`config.mk`:
```
export PLATFORM = sky130hd
export DESIGN_NAME = qirl_queue
export DESIGN_NICKNAME = d
export VERILOG_FILES = /design/src/design/qirl_pkg.sv /design/src/design/qirl_queue.sv
export SDC_FILE = /design/constraint.sdc
export NUM_CORES = 1
export LEC_CHECK = 0
export BUFFER_PORTS_ARGS = -buffer_cell sky130_fd_sc_hd__buf_2
export CORE_MARGIN = 10
export CORE_UTILIZATION = 50
export CTS_BUF_LIST = sky130_fd_sc_hd__clkbuf_8
export DETAILED_ROUTE_END_ITERATION = 8
export MAX_ROUTING_LAYER = met4
export PLACE_DENSITY = 0.76
export SLEW_MARGIN = 15
export SYNTH_ARGS = -nofsm -noshare
export SYNTH_HDL_FRONTEND = slang
export SYNTH_SLANG_ARGS = --single-unit
```
`constraint.sdc`:
```
create_clock -name clk -period 4.4 [get_ports clk]
set_input_delay 0.22 -clock clk [delete_from_list [all_inputs] [get_ports clk]]
set_output_delay 0.22 -clock clk [all_outputs]
set_load 0.02 [all_outputs]
```
`src/design/qirl_pkg.sv`:
```
// Shared types and constants for the quadtree index range lookup block.
// No dependencies; every other file in this folder imports it.
`timescale 1ns / 1ps

package qirl_pkg;

    localparam int INDEX_DEPTH_DEF = 8192;
    localparam int MAX_LEVEL_DEF   = 6;

    localparam int KEY_W    = 13;
    localparam int WADDR_W  = 13;
    localparam int WORD_W   = 32;
    localparam int COUNT_W  = 14;
    localparam int MSB_W    = 4;
    localparam int LEVEL_W  = 3;
    // Walk addresses stay below 7300 for any 13-bit key
    localparam int WALK_W   = 16;

    localparam int QUEUE_DEPTH = 2;
    localparam int QPTR_W      = $clog2(QUEUE_DEPTH);
    localparam int QCNT_W      = $clog2(QUEUE_DEPTH + 1);

    localparam logic OP_WRITE = 1'b0;
    localparam logic OP_QUERY = 1'b1;

    typedef struct packed {
        logic               operation;
        logic [WADDR_W-1:0] word_address;
        logic [WORD_W-1:0]  word_value;
        logic [KEY_W-1:0]   quad_key;
    } in_item_t;

    typedef struct packed {
        logic [WORD_W-1:0] tile_offset;
        logic [WORD_W-1:0] tile_length;
        logic              out_of_range;
    } out_item_t;

    // Classified command handed from the front to the back
    typedef struct packed {
        logic               operation;
        logic [WADDR_W-1:0] word_address;
        logic [WORD_W-1:0]  word_value;
        logic [KEY_W-1:0]   quad_key;
        logic [LEVEL_W-1:0] level;
        logic               key_bad;
    } cmd_t;

    // Queue status seen by the front and the back
    typedef struct packed {
        logic full;
        logic empty;
    } q_status_t;

endpackage

```
`src/design/qirl_queue.sv`:
```
// Short command queue between the front and the back stage.
// Depends on qirl_pkg for the command type and depth constants.
`timescale 1ns / 1ps

module qirl_queue (
    input  logic               clk,
    input  logic               rst_n,
    input  logic               push,
    input  qirl_pkg::cmd_t     push_data,
    input  logic               pop,
    output qirl_pkg::cmd_t     pop_data,
    output qirl_pkg::q_status_t status
);
    import qirl_pkg::*;

    cmd_t              entry_reg [QUEUE_DEPTH];
    logic [QPTR_W-1:0] wr_ptr_reg;
    logic [QPTR_W-1:0] wr_ptr_next;
    logic [QPTR_W-1:0] rd_ptr_reg;
    logic [QPTR_W-1:0] rd_ptr_next;
    logic [QCNT_W-1:0] cnt_reg;
    logic [QCNT_W-1:0] cnt_next;
    logic              do_push;
    logic              do_pop;

    assign status.full  = (cnt_reg == QCNT_W'(QUEUE_DEPTH));
    assign status.empty = (cnt_reg == '0);
    assign do_push      = push && !status.full;
    assign do_pop       = pop && !status.empty;
    assign pop_data     = entry_reg[rd_ptr_reg];

    always_comb
    begin
        wr_ptr_next = wr_ptr_reg;
        rd_ptr_next = rd_ptr_reg;
        cnt_next    = cnt_reg;
        if (do_push)
        begin
            wr_ptr_next = (wr_ptr_reg == QPTR_W'(QUEUE_DEPTH - 1)) ? '0 : wr_ptr_reg + 1'b1;
        end
        if (do_pop)
        begin
            rd_ptr_next = (rd_ptr_reg == QPTR_W'(QUEUE_DEPTH - 1)) ? '0 : rd_ptr_reg + 1'b1;
        end
        if (do_push && !do_pop)
        begin
            cnt_next = cnt_reg + 1'b1;
        end
        else if (do_pop && !do_push)
        begin
            cnt_next = cnt_reg - 1'b1;
        end
    end

    always_ff @(posedge clk or negedge rst_n)
    begin
        if (!rst_n)
        begin
            wr_ptr_reg <= '0;
            rd_ptr_reg <= '0;
            cnt_reg    <= '0;
        end
        else
        begin
            wr_ptr_reg <= wr_ptr_next;
            rd_ptr_reg <= rd_ptr_next;
            cnt_reg    <= cnt_next;
        end
    end

    always_ff @(posedge clk)
    begin
        if (do_push)
        begin
            entry_reg[wr_ptr_reg] <= push_data;
        end
    end

endmodule

```
==> run_results.csv <==
group,metric,value,unit
run_status,outcome,"complete, no violations",
timing,fin_crit,2.49,ns
route,first_pass_iters,4,
route,drcViolationCount,0,
power,combPwrFrac,0.337,
timing,clock_skew,0.0139,ns
power,p_leak,2.78,nW
yosys,synth_mux_area_frac,0.185,
power,powerDensity,640,nW/um2
floorplanning,io_pins,132,
critical_path,worstSetupStartpointType,"register",
cells_and_area,syn2layout_area_growth,34.4,%
cts,cts_buffers,17,
critical_path,worstPathArrival,2.27,ns
route,route.vias.total,2680,
critical_path,r2r-start,"cnt_reg[0]",
yosys,ys_seq_elements,130,
route,viasPerCell,4.70,
timing,setup_violations,0,
critical_path,crit_required,4.18,ns
critical_path,crit_type,"reg2out",
placed_design,dp.cells,474,
yosys,synth_simple_gate_area_share,0.00546,
global_route,overflow,0,
critical_path,critPathCapture,"pop_data[45]",
yosys,synth_fp_nets,283,
power,switching_share,0.320,
route,drtIter0Drc,139,
yosys,synth.avg_cell_area,23.5,um2
yosys,netlist_area,5040,um2
yosys,netlist_instances,215,
cells_and_area,drive_above_1_share,0.515,
timing,fmax,402,MHz
yosys,ys_types,15,
power,clkPwrFrac,0.217,
global_route,track_usage,0.145,
placed_design,post-dp-hpwl,6350,um
critical_path,r2r_slack,2.03,ns
yosys,ys_seq_area_frac,0.770,
placed_design,place.port_buffers,131,
global_route,grt_antenna_before_repair,0,
floorplanning,die_w,120,um
yosys,yosys_warnings,0,
cts,clkSinkCount,130,
timing,slew_violations,0,
critical_path,crit_path_start,"rd_ptr_reg",
route,wl_per_cell,17.3,um
global_route,grt_pass1_vias,3065,
power,p_int,0.00295,W
yosys,synth_top_family_by_area,"multiplexers",
timing,finalSetupTns,0,ns
critical_path,end_kind,"primary output",
yosys,synthAdderAreaFrac,0.00248,
cells_and_area,largest_reg_flops,126,
timing,maxSlewHeadroom,0.213,
global_route,grt_max_degree,65,
floorplanning,num_rows,36,
cts,post_cts_resized,0,
floorplanning,die_area,14500,um2
cells_and_area,stdcell_count,570,
floorplanning,die_h,120,um
global_route,grt_pass1_wl,15700,um
floorplanning,core_area,9820,um2
power,p_seq_frac,0.445,
yosys,synth_compound_area_frac,0.000993,
cells_and_area,nNetsFinal,492,
cts,root_buffer,"clkbuf_8",
cts,clk_latency,0.42,ns
placed_design,gp_congestion,0.761,
cts,clockBufferDepth,2,
timing,hold_viol,0,
critical_path,reg2reg_to,"entry_reg[0][18]",
flow_run,cap_violations,0,
cts,cts.htree.levels,4,
critical_path,crit_fanout,64,
cells_and_area,antenna_cells,0,
cts,cts.reportedPaths.clkPinSlew,0.07,ns
critical_path,reg2reg_depth,4,
worst_hold_path,hold_class,"in2async",
route,ant_nets,0,
route,wl,9890,um
timing,tightest_slew,1.18,ns
yosys,synthXorXnorAreaFrac,0.00868,
timing,rsz0062_at_grt,"no",
power,ir_worst_vdd,0.448,mV
timing,fin_crit_sh,0.565,
cts,cts_tree,"built",
power,power.switching,0.00139,W
floorplanning,start_util,0.514,
area by class of cell:
cell class | count | area [um2]
clock buffers | 20 | 275
clock inverters | 12 | 103
fillers | 673 | 3040
inverters | 2 | 7.51
multi-input cells | 76 | 1030
flip-flops and latches | 130 | 3890
well taps | 133 | 166
repair buffers | 197 | 1310
timing repair:
action	in CTS	in global routing
endpoints found under the hold margin	130	0
hold buffers	64	0
buffers inserted	0	0
placed cells by master, fill, tap and decap left out:
master         Yosys  final
dlygate4sd3_1      0     64
dfrtp_1            4      3
ha_1               1      1
nor2_4             0      1
mux2_2             4      4
xor2_1             2      2
and3_2             0      1
inv_1              2      7
edfxtp_1         126    126
clkinv_2           0      4
bufinv_16          0      2
nor2_1             3      2
buf_4              0      2
xnor2_1            3      3
o21ai_1            1      1
buf_2              0    131
dfrtp_4            0      1
mux2_4            59     59
nand2_1            1      1
clkbuf_8           0     20
nand2b_1           1      1
clkinv_1           0      1
Yosys cell counts:
| master | number | area (um2) |
|---|---|---|
| edfxtp_1 | 126 | 3780 |
| mux2_4 | 59 | 886 |
| buf_12 | 6 | 120 |
| dfrtp_1 | 4 | 100 |
| mux2_2 | 4 | 45.0 |
| nor2_1 | 3 | 11.3 |
| xnor2_1 | 3 | 26.3 |
| inv_1 | 2 | 7.51 |
| xor2_1 | 2 | 17.5 |
| and3_1 | 1 | 6.26 |
| buf_6 | 1 | 11.3 |
| ha_1 | 1 | 12.5 |
| nand2_1 | 1 | 3.75 |
| nand2b_1 | 1 | 6.26 |
| o21ai_1 | 1 | 5.00 |
layer usage:
metal | vias up | GRT usage | share of wire | routed length (um)
met1 | 1301 | 0.153 | 0.39 | 3880
met5 | - | - | 0 | 0
li1 | 1264 | - | - | -
met3 | 19 | 0.0479 | 0.060 | 589
met4 | 0 | 0.0754 | 0.022 | 222
met2 | 96 | 0.238 | 0.53 | 5190
power groups by stage:
stage                     registers, W  logic, W  clock network (W)
after floorplan                0.00180   0.00127                  0
after global placement         0.00195   0.00143                  0
after detailed placement       0.00197   0.00144                  0
after CTS                      0.00194   0.00149           0.000971
after global routing           0.00197   0.00155            0.00103
final                          0.00193   0.00146           0.000943
critical path: stages (launching register included):
cell	delay [ns]
dfrtp_4	1.20
mux2_2	0.44
buf_2	0.16
kinds of logic after synthesis:
family                   count (synthesis)
multiplexers                            63
flip-flops                             130
AND/OR/NAND/NOR                          6
AO/OA/AOI/OAI                            1
XOR/XNOR                                 5
adder cells (fa/ha/maj)                  1
buffers and inverters                    9
metrics by stage:
step,instance area [um2],utilization,hold WS (ns),power (W),setup WS (ns)
2_1_floorplan,5040,-,-0.0756,0.00306,0.632
3_3_place_gp,5760,0.587,0.0290,0.00337,2.07
3_5_place_dp,5760,0.587,0.0346,0.00341,1.99
4_1_cts,6780,0.690,0.104,0.00440,1.86
5_1_grt,6780,0.690,0.117,0.00456,1.82
6_report,6780,0.690,0.127,0.00434,1.91
how the worst min path moves through the flow:
stage                from    endpoint  slack (ns)  depth (start not counted)
global placement    rst_n  cnt_reg[1]        0.03                          1
CTS                   pop  rd_ptr_reg        0.10                          3
detailed placement  rst_n  cnt_reg[1]        0.03                          1
global route        rst_n  cnt_reg[0]        0.12                          2
floorplan           rst_n  cnt_reg[0]       -0.08                          0
finish              rst_n  cnt_reg[0]        0.13                          2
(Power assumes the default switching activity.)
