===== config.mk =====
export PLATFORM = sky130hd
export DESIGN_NAME = qirl_front
export DESIGN_NICKNAME = d
export VERILOG_FILES = /design/src/design/qirl_pkg.sv /design/src/design/qirl_front.sv
export SDC_FILE = /design/constraint.sdc
export NUM_CORES = 1
export LEC_CHECK = 0
export ABC_AREA = 1
export BUFFER_PORTS_ARGS = -buffer_cell sky130_fd_sc_hd__buf_2
export CAP_MARGIN = 0
export CORE_MARGIN = 4
export CORE_UTILIZATION = 40
export DETAILED_ROUTE_END_ITERATION = 7
export GPL_TIMING_DRIVEN = 0
export PLACE_DENSITY = 0.84
export SETUP_SLACK_MARGIN = 0.2
export SLEW_MARGIN = 20
export SYNTH_ARGS = -nofsm -noshare
export SYNTH_HDL_FRONTEND = slang
export SYNTH_SLANG_ARGS = --single-unit
export TNS_END_PERCENT = 30

===== constraint.sdc =====
create_clock -name clk -period 4.3 [get_ports clk]
set_input_delay 0 -clock clk [delete_from_list [all_inputs] [get_ports clk]]
set_output_delay 0 -clock clk [all_outputs]
set_load 0.01 [all_outputs]

===== src/design/qirl_pkg.sv =====
// Shared types and constants for the quadtree index range lookup block.
// No dependencies; every other file in this folder imports it.
`timescale 1ns / 1ps

package qirl_pkg;

    localparam int INDEX_DEPTH_DEF = 8192;
    localparam int MAX_LEVEL_DEF   = 6;

    localparam int KEY_W    = 13;
    localparam int WADDR_W  = 13;
    localparam int WORD_W   = 32;
    localparam int COUNT_W  = 14;
    localparam int MSB_W    = 4;
    localparam int LEVEL_W  = 3;
    // Walk addresses stay below 7300 for any 13-bit key
    localparam int WALK_W   = 16;

    localparam int QUEUE_DEPTH = 2;
    localparam int QPTR_W      = $clog2(QUEUE_DEPTH);
    localparam int QCNT_W      = $clog2(QUEUE_DEPTH + 1);

    localparam logic OP_WRITE = 1'b0;
    localparam logic OP_QUERY = 1'b1;

    typedef struct packed {
        logic               operation;
        logic [WADDR_W-1:0] word_address;
        logic [WORD_W-1:0]  word_value;
        logic [KEY_W-1:0]   quad_key;
    } in_item_t;

    typedef struct packed {
        logic [WORD_W-1:0] tile_offset;
        logic [WORD_W-1:0] tile_length;
        logic              out_of_range;
    } out_item_t;

    // Classified command handed from the front to the back
    typedef struct packed {
        logic               operation;
        logic [WADDR_W-1:0] word_address;
        logic [WORD_W-1:0]  word_value;
        logic [KEY_W-1:0]   quad_key;
        logic [LEVEL_W-1:0] level;
        logic               key_bad;
    } cmd_t;

    // Queue status seen by the front and the back
    typedef struct packed {
        logic full;
        logic empty;
    } q_status_t;

endpackage


===== src/design/qirl_front.sv =====
// Front stage: accepts input transfers, finds the quadkey level and flags bad keys.
// Depends on qirl_pkg; pushes classified commands into qirl_queue.
`timescale 1ns / 1ps

module qirl_front #(
    parameter int MAX_LEVEL = qirl_pkg::MAX_LEVEL_DEF
) (
    input  logic              clk,
    input  logic              rst_n,
    input  logic              in_valid,
    output logic              in_stall,
    input  qirl_pkg::in_item_t in_data,
    input  qirl_pkg::q_status_t q_status,
    output logic              push,
    output qirl_pkg::cmd_t    push_data
);
    import qirl_pkg::*;

    logic               valid_reg;
    logic               valid_next;
    cmd_t               cmd_reg;
    cmd_t               cmd_next;
    logic [MSB_W-1:0]   msb;
    logic [LEVEL_W-1:0] lvl;
    logic               accept;

    // Highest set bit of the key gives floor(log2(key))
    always_comb
    begin
        msb = '0;
        for (int b = 0; b < KEY_W; b++)
        begin
            if (in_data.quad_key[b])
            begin
                msb = MSB_W'(b);
            end
        end
    end

    assign lvl = LEVEL_W'(msb >> 1);

    assign in_stall = valid_reg && q_status.full;
    assign accept   = in_valid && !in_stall;
    assign push     = valid_reg && !q_status.full;

    always_comb
    begin
        cmd_next              = cmd_reg;
        cmd_next.operation    = in_data.operation;
        cmd_next.word_address = in_data.word_address;
        cmd_next.word_value   = in_data.word_value;
        cmd_next.quad_key     = in_data.quad_key;
        cmd_next.level        = lvl;
        cmd_next.key_bad      = (in_data.quad_key < KEY_W'(4)) ||
                                ({1'b0, lvl} > (LEVEL_W + 1)'(MAX_LEVEL));
        if (accept)
        begin
            valid_next = 1'b1;
        end
        else if (push)
        begin
            valid_next = 1'b0;
        end
        else
        begin
            valid_next = valid_reg;
        end
    end

    always_ff @(posedge clk or negedge rst_n)
    begin
        if (!rst_n)
        begin
            valid_reg <= 1'b0;
        end
        else
        begin
            valid_reg <= valid_next;
        end
    end

    always_ff @(posedge clk)
    begin
        if (accept)
        begin
            cmd_reg <= cmd_next;
        end
    end

    assign push_data = cmd_reg;

endmodule


==> results.cfg, run 1 <==
[power_and_ir_drop]
max-vdd-ir-drop_uv = 308
leakage_uw = 0.00157
powerDensity_nw_per_um2 = 397
fin_total_pwr_uw = 1450

[finish]
finalInstanceArea_um2 = 3650
antenna_cells = 0
multi_input_area_um2 = 88.8
register_area_um2 = 1920
num-nets-final = 357
layout_commonest_cell = buf_2
area_delta_synth_final_pct = 80.2
layout-drive-gt1-share_pct = 49.3
stdcell_count = 365
largest_register_ff_count = 63
nFillCells = 287
final_cell_mix = buf_2 (127), dlygate4sd3_1 (63), edfxtp_1 (63), nand2_1 (10), clkbuf_8 (9)

[place]
io_buffers = 127
placed_area_um2 = 2810
dp_hpwl_um = 3750
place_congestion = 0.678
dp_cells = 286

[sta]
fin_skew_ns = 0.00616
tightest_slew_ns = 0.584
relSlewSlack_pct = 61.0
max_freq_mhz = 557
min_period_ns = 1.80
finalMaxSlewViolations = 0
holdWs_ns = 0.226
rsz0062_at_grt = no
period_share_pct = 41.8
setup_viol = 0
hold_viol = 0

[run_status]
status = finished, final reports clean

[setup_path]
cpMaxStageDelayCell = nor2_4
setup.worst_path.class = flop to flop
critPathCaptureType = flop
start_kind = flop
critPathTopFamily = simple AND/OR/NAND/NOR gates
crit_chain = nand2_1, inv_1, nor2_4, buf_16, buf_16
cp.arrival_ns = 1.82
path_buf_inv = 3
cp.required_ns = 4.32
cpPeakStageDelay_ns = 0.46
crit_top_cell = buf_16
path_max_fanout = 27

[global_route]
antenna_found_initial = 0
grt_max_degree = 28
grt_first_pass_wirelength_um = 9610
gr-usage-all-layers_pct = 21.8
overflow = 0
grt_pass1_vias = 1731

[clocking]
clk_latency_ns = 0.32
cts_buffers = 9
tritoncts = done
cts_sinks = 64
cts_max_level = 3
max-clock-path-buffers = 2
cts_root_buffer = clkbuf_8
clkTransAtPathRegs_ns = 0.07

[detailed_routing]
vias_per_cell = 4.45
first_pass_iters = 4
wl_per_cell_um = 18.0
vias = 1625
drtIter0Drc = 105
drt_wl_total_um = 6590
ant_nets = 0
post-route-drc-count = 0

[floorplan]
row_count = 25
die_w_um = 79.1
initial_core_util_pct = 42.0
ios = 129
core_area_um2 = 4820
die_y_um = 79.1
dieArea_um2 = 6260

[logic_synthesis]
synth_top_area_share_pct = 93.4
yosys_warnings = 0
ys_types = 9
synth_area_leaders = edfxtp_1 (93%), nand2_1 (1.9%), dfrtp_1 (1.2%), inv_1 (1.1%), nor2_1 (1.1%)
synth_fp_nets = 154
synth_top_area_cell = edfxtp_1
synth_area_per_cell_um2 = 22.5
yosys_register_bits = 64
ys_seq_area_share_pct = 94.7
netlist_instances = 90
synth_area_um2 = 2020

[worst_hold_path]
hp-class = input pin to flop

[run]
drv_cap = 0
## metrics by stage
step	worst slack [ns]	setup TNS, ns	utilization, %
6_report	2.50	0	75.7
5_1_grt	2.43	0	75.7
3_5_place_dp	2.55	0	58.3
3_3_place_gp	-0.169	-10.49	57.0
2_1_floorplan	0.670	0	-
4_1_cts	2.53	0	75.7
## metal layers
metal	part of all wire, %	track usage, %	wire length (um)	vias up
met2	52	37.8	3450	98
met3	10	8.28	679	6
met4	1.2	7.04	80	0
met5	0	0	0	-
li1	-	-	-	738
met1	36	24.7	2380	783
## cell usage after synthesis
| library cell | number |
|---|---|
| nand2_2 | 1 |
| edfxtp_1 | 63 |
| nor2_1 | 6 |
| a21oi_1 | 1 |
| inv_2 | 1 |
| nor3_2 | 1 |
| dfrtp_1 | 1 |
| nand2_1 | 10 |
| inv_1 | 6 |
## cell families (layout without fill, tap and decap cells)
kind of cell,after synthesis,after routing,synth area share [%]
DFF,64,64,94.7
AOI/OAI and AO/OA,1,1,0.247
and+or+nand+nor,18,18,3.77
buffers and inverters,7,215,1.30
## worst reg2reg max path, cell delays in order (launching register included)
cell	delay (ns)
dfrtp_1	0.40
nand2_1	0.10
inv_1	0.09
nor2_4	0.46
buf_16	0.24
buf_16	0.20
## what timing repair did
item / in CTS / in global routing
buffers inserted: 0 / 0
resized for setup: 0 / 0
hold buffers: 63 / 0
hold endpoints to repair: 63 / 0
## final cells by class
type | count | share of cell area [%]
well taps | 67 | 2.30
clock buffers | 10 | 3.50
flip-flops and latches | 64 | 52.5
repair buffers | 192 | 36.2
inverters | 7 | 0.720
multi-input cells | 19 | 2.43
clock inverters | 6 | 2.30
## worst paths after layout
kind / to / start / slack, ns / cells after the start
setup / recovery: push_data[54] / valid_reg / 2.50 / 5
setup reg to reg: push_data[54] / valid_reg / 2.50 / 5
max in group asynchronous: valid_reg / rst_n / 3.63 / 3
hold / removal: push_data[28] / in_valid / 0.23 / 3
min in group asynchronous: valid_reg / rst_n / 0.56 / 3
hold reg to reg: push_data[28] / valid_reg / 0.91 / 3
## report_power, final
group	switching [uW]	internal (uW)
clock	225	324
combinational	74.2	87.6
sequential	10.1	726
total	309	1140
(Power assumes the default switching activity.)
==> inputs of run 2 (changes only) <==
- clock period: 4.3 -> 1.8 ns (I/O delays scaled with it)
==> run 2 against run 1 <==
  * Combinational power grew 150%
  * Routed wire length grew 1.1%
  * First-iteration DRC count shrank 15%
  * Via count is 2.8% higher
  * Final area up 1.0%
  * Critical path depth stayed put
  * Critical path type unchanged
==> results.cfg, run 2 (synthesis results as in run 1) <==
[global_route]
grt_max_degree = 29
gr-usage-met3_pct = 7.71
grt_first_pass_wirelength_um = 9750
met2_usage_pct = 40.9
overflow = 0
grt.met1_usage_pct = 23.3
grt_pass1_vias = 1777
top_usage_layer = met2
gr-usage-all-layers_pct = 22.0
antenna_found_initial = 0

[detailed_routing]
drt_wl_total_um = 6660
vias_per_cell = 4.51
drtIter0Drc = 89
post-route-drc-count = 0
first_pass_iters = 4
ant_nets = 0
vias = 1670
wl_per_cell_um = 18.0

[sta]
relSlewSlack_pct = 90.1
period_share_pct = 69.7
max_freq_mhz = 796
tightest_slew_ns = 0.148
rsz0062_at_grt = no
min_period_ns = 1.26
hold_viol = 0
fin_skew_ns = 0.00683
finalMaxSlewViolations = 0
setup_viol = 0
final.setup.tns_ns = 0

[finish]
multi_input_area_um2 = 88.8
finalInstanceArea_um2 = 3690
nFillCells = 288
final_cell_mix = buf_2 (127), dlygate4sd3_1 (63), edfxtp_1 (63), nand2_1 (10), clkbuf_8 (9)
utilization_pct = 76.5
num-nets-final = 361
area_delta_synth_final_pct = 82.1
largest_register_ff_count = 63
layout-drive-gt1-share_pct = 49.7
register_area_um2 = 1920
layout_commonest_cell = buf_2

[clocking]
ctsResizeCount = 0
tritoncts = done
max-clock-path-buffers = 2
cts_root_buffer = clkbuf_8
cts_sinks = 64
clkTransAtPathRegs_ns = 0.07
clk_latency_ns = 0.32
cts_buffers = 9
cts_max_level = 3

[setup_path]
start_kind = flop
critPathCaptureType = flop
crit_chain = nand2_1, inv_2, nor2_4, buf_12, buf_16
critPathTopFamily = flip-flops
path_max_fanout = 28
path_buf_inv = 3
cp.arrival_ns = 1.28
cpPeakStageDelay_ns = 0.38
cp.required_ns = 1.82
cpMaxStageDelayCell = dfrtp_1
setup.worst_path.class = flop to flop

[floorplan]
core_area_um2 = 4820
row_count = 25
initial_core_util_pct = 42.0
dieArea_um2 = 6260
die_y_um = 79.1
ios = 129
die_w_um = 79.1

[place]
place_congestion = 0.650
dp_hpwl_um = 3540
io_buffers = 127
placed_area_um2 = 2810

[power_and_ir_drop]
max-vdd-ir-drop_uv = 544
powerDensity_nw_per_um2 = 934
leakage_uw = 0.00160

[run]
drv_cap = 0

[run_status]
status = finished, final reports clean

[worst_hold_path]
hp-class = input pin to output port
[run 2: changes by cell type in the layout (fill, tap and decap cells not counted)]
cell / previous run / this run
clkbuf_1: 1 / 3
inv_2: 1 / 2
buf_12: 0 / 1
clkinvlp_4: 2 / 0
inv_1: 6 / 5
buf_4: 0 / 3
diode_2: 0 / 1
[run 2: area by class of cell]
class / instances / area share, %
timing repair buffer: 196 / 37.0
clock inverter: 4 / 1.87
clock buffer: 12 / 3.67
multi-input combinational: 19 / 2.41
sequential: 64 / 52.0
antenna: 1 / 0.0679
inverter: 7 / 0.713
tap: 67 / 2.27
[run 2: metrics by stage]
| stage | setup slack, ns | total power [uW] | cells | hold slack (ns) |
|---|---|---|---|---|
| after global routing | 0.465 | 3570 | 369 | 0.279 |
| after floorplan | -0.0649 | 1880 | 90 | -0.296 |
| final | 0.545 | 3440 | 370 | 0.256 |
| after CTS | 0.283 | 3410 | 365 | 0.206 |
| after detailed placement | 0.312 | 2050 | 286 | -0.223 |
| after global placement | -0.354 | 2020 | 284 | -0.220 |
[run 2: tightest hold or removal path, stage by stage]
cell and delay [ns]:
buf_2 0.09, nor2_1 0.04, buf_2 0.13
[run 2: layer usage]
metal | vias up | share of wire (%)
met1 | 815 | 36
met2 | 99 | 55
li1 | 750 | -
met4 | 0 | 1.1
met5 | - | 0
met3 | 6 | 8.1
[run 2: worst paths after layout]
check	start	to	slack, ns	depth (start not counted)
setup / recovery	valid_reg	push_data[4]	0.54	5
hold / removal	q_status[1]	push	0.26	3
setup reg to reg	valid_reg	push_data[4]	0.54	5
hold reg to reg	valid_reg	push_data[31]	0.86	4
max in group asynchronous	rst_n	valid_reg	1.18	3
min in group asynchronous	rst_n	valid_reg	0.52	3
[run 2: repair_timing]
item	in CTS	in global routing
hold endpoints to repair	63	0
setup buffers	0	4
setup endpoints to repair	0	52
hold buffers	63	0
[run 2: power by group]
group          internal (uW)  leakage, uW  total [uW]  switching, uW
combinational            221     0.000886         402            181
sequential              1730     0.000609        1760           23.3
clock                    776     0.000102        1280            508
total                   2730      0.00160        3440            712
==> inputs of run 3 (changes only) <==
- clock period: 1.8 -> 1.3 ns (I/O delays scaled with it)
==> run 3 against run 2 <==
  * The flow now finishes with violations (hold timing)
  * Fmax down 1.4%
  * Clock skew barely moved
  * Sequential power rose by 38%
  * Hold slack got worse by 0.34 ns
  * Combinational power rose by 50%
  * Flip-flop and latch count is the same
  * Worst setup slack got worse by 0.52 ns
  * Clock-buffer cell count unchanged
  * Clock power increased by 40%
==> results.cfg, run 3 (synthesis results as in run 1) <==
[setup_path]
r2r-end = push_data[35]
cpMaxStageDelayCell = dfrtp_1
cp.depth = 5
cpPeakStageDelay_ns = 0.39
critPathCaptureType = flop
path_max_fanout = 14
cp.arrival_ns = 1.31
setup.worst_path.class = flop to flop
crit_path_end = push_data[35]
r2r_start = valid_reg
cp.required_ns = 1.34
start_kind = flop
r2r_cells = 5
path_buf_inv = 3
reg2reg_slack_ns = 0.03
critPathTopFamily = flip-flops
crit_chain = nand2_2, inv_2, nor2_4, buf_4, buf_16
startpoint = valid_reg

[detailed_routing]
vias = 1710
vias_per_cell = 4.58
wl_per_cell_um = 18.3
post-route-drc-count = 0
drtIter0Drc = 106
first_pass_iters = 4
ant_nets = 0
drt_wl_total_um = 6840

[power_and_ir_drop]
leakage_uw = 0.00164
powerDensity_nw_per_um2 = 1280
max-vdd-ir-drop_uv = 937

[clocking]
cts_root_buffer = clkbuf_8
tritoncts = done
cts_max_level = 3
cts_buffers = 9
cts_sinks = 64
clkTransAtPathRegs_ns = 0.06
max-clock-path-buffers = 2
clk_latency_ns = 0.33

[sta]
period_share_pct = 98.0
fin_skew_ns = 0.00714
tightest_slew_ns = 0.185
holdWs_ns = -0.0802
setup_viol = 0
min_period_ns = 1.27
rsz0062_at_grt = yes
relSlewSlack_pct = 87.6
hold_viol = 1
max_freq_mhz = 785
finalMaxSlewViolations = 0

[place]
dp_cells = 286
placed_area_um2 = 2810
place_congestion = 0.650
io_buffers = 127
dp_hpwl_um = 3540

[floorplan]
ios = 129
dieArea_um2 = 6260
die_y_um = 79.1
initial_core_util_pct = 42.0
core_area_um2 = 4820
row_count = 25
die_w_um = 79.1

[finish]
finalInstanceArea_um2 = 3780
nFillCells = 283
register_area_um2 = 1920
num-nets-final = 365
area_delta_synth_final_pct = 86.6
multi_input_area_um2 = 91.3
largest_register_ff_count = 63
layout_commonest_cell = buf_2
layout-drive-gt1-share_pct = 51.3
antenna_cells = 0
final_cell_mix = buf_2 (127), edfxtp_1 (63), dlygate4sd3_1 (62), nand2_1 (9), clkbuf_8 (9)
stdcell_count = 373

[global_route]
gr-usage-all-layers_pct = 22.3
antenna_found_initial = 0
overflow = 0
grt_max_degree = 25
grt_first_pass_wirelength_um = 10100
grt_pass1_vias = 1845

[worst_hold_path]
hp-class = input pin to flop

[run_status]
violations = hold timing
status = complete, but fails checks

[run]
drv_cap = 0
## run 3: tightest hold or removal path, stage by stage
cell and delay (ns):
buf_2 0.10, nand2_2 0.06, nand2_1 0.05
## run 3: layer usage
layer	GRT usage (%)	part of all wire, %
met4	6.70	1.9
met5	0	0
met2	42.0	54
met3	6.80	7.5
met1	23.5	37
## run 3: power breakdown
part / leakage [uW] / total, uW / internal (uW) / switching (uW)
Combinational: 0.000929 / 605 / 342 / 262
Sequential: 0.000609 / 2430 / 2400 / 33.2
Clock: 0.000102 / 1790 / 1070 / 721
Total: 0.00164 / 4830 / 3820 / 1020
## run 3: how the worst min path moves through the flow
stage,slack (ns),start,depth (start not counted),endpoint
after floorplan,-0.30,rst_n,0,valid_reg
after CTS,-0.1,q_status[1],3,valid_reg
after detailed placement,-0.22,rst_n,1,valid_reg
after global routing,-0.07,q_status[1],3,valid_reg
final,-0.08,q_status[1],3,valid_reg
after global placement,-0.22,rst_n,1,valid_reg
## run 3: final cells by class
| cell class | instances | area share [%] |
|---|---|---|
| clock inverter | 4 | 1.82 |
| timing repair buffer | 200 | 38.5 |
| clock buffer | 12 | 3.58 |
| multi-input combinational | 19 | 2.42 |
| inverter | 7 | 0.695 |
| sequential | 64 | 50.7 |
| tap | 67 | 2.22 |
## run 3: per-stage QoR
stage | TNS (ns) | hold slack [ns] | setup slack (ns) | total power, uW | util (%)
2_1_floorplan | -35.59 | -0.296 | -0.565 | 2600 | -
3_3_place_gp | -53.62 | -0.220 | -0.854 | 2800 | 57.1
3_5_place_dp | -9.69 | -0.223 | -0.188 | 2840 | 58.3
4_1_cts | 0 | -0.0963 | 0.0210 | 4770 | 77.2
5_1_grt | -0.696 | -0.0665 | -0.0300 | 5020 | 78.4
6_report | 0 | -0.0802 | 0.0264 | 4830 | 78.4
## run 3: repair_timing
| item | CTS | global route |
|---|---|---|
| pin swaps | 1 | 0 |
| hold buffers | 61 | 1 |
| endpoints found under the setup margin | 63 | 64 |
| endpoints found under the hold margin | 63 | 1 |
| gates cloned | 1 | 1 |
| resized for setup | 2 | 5 |
| setup buffers | 6 | 1 |
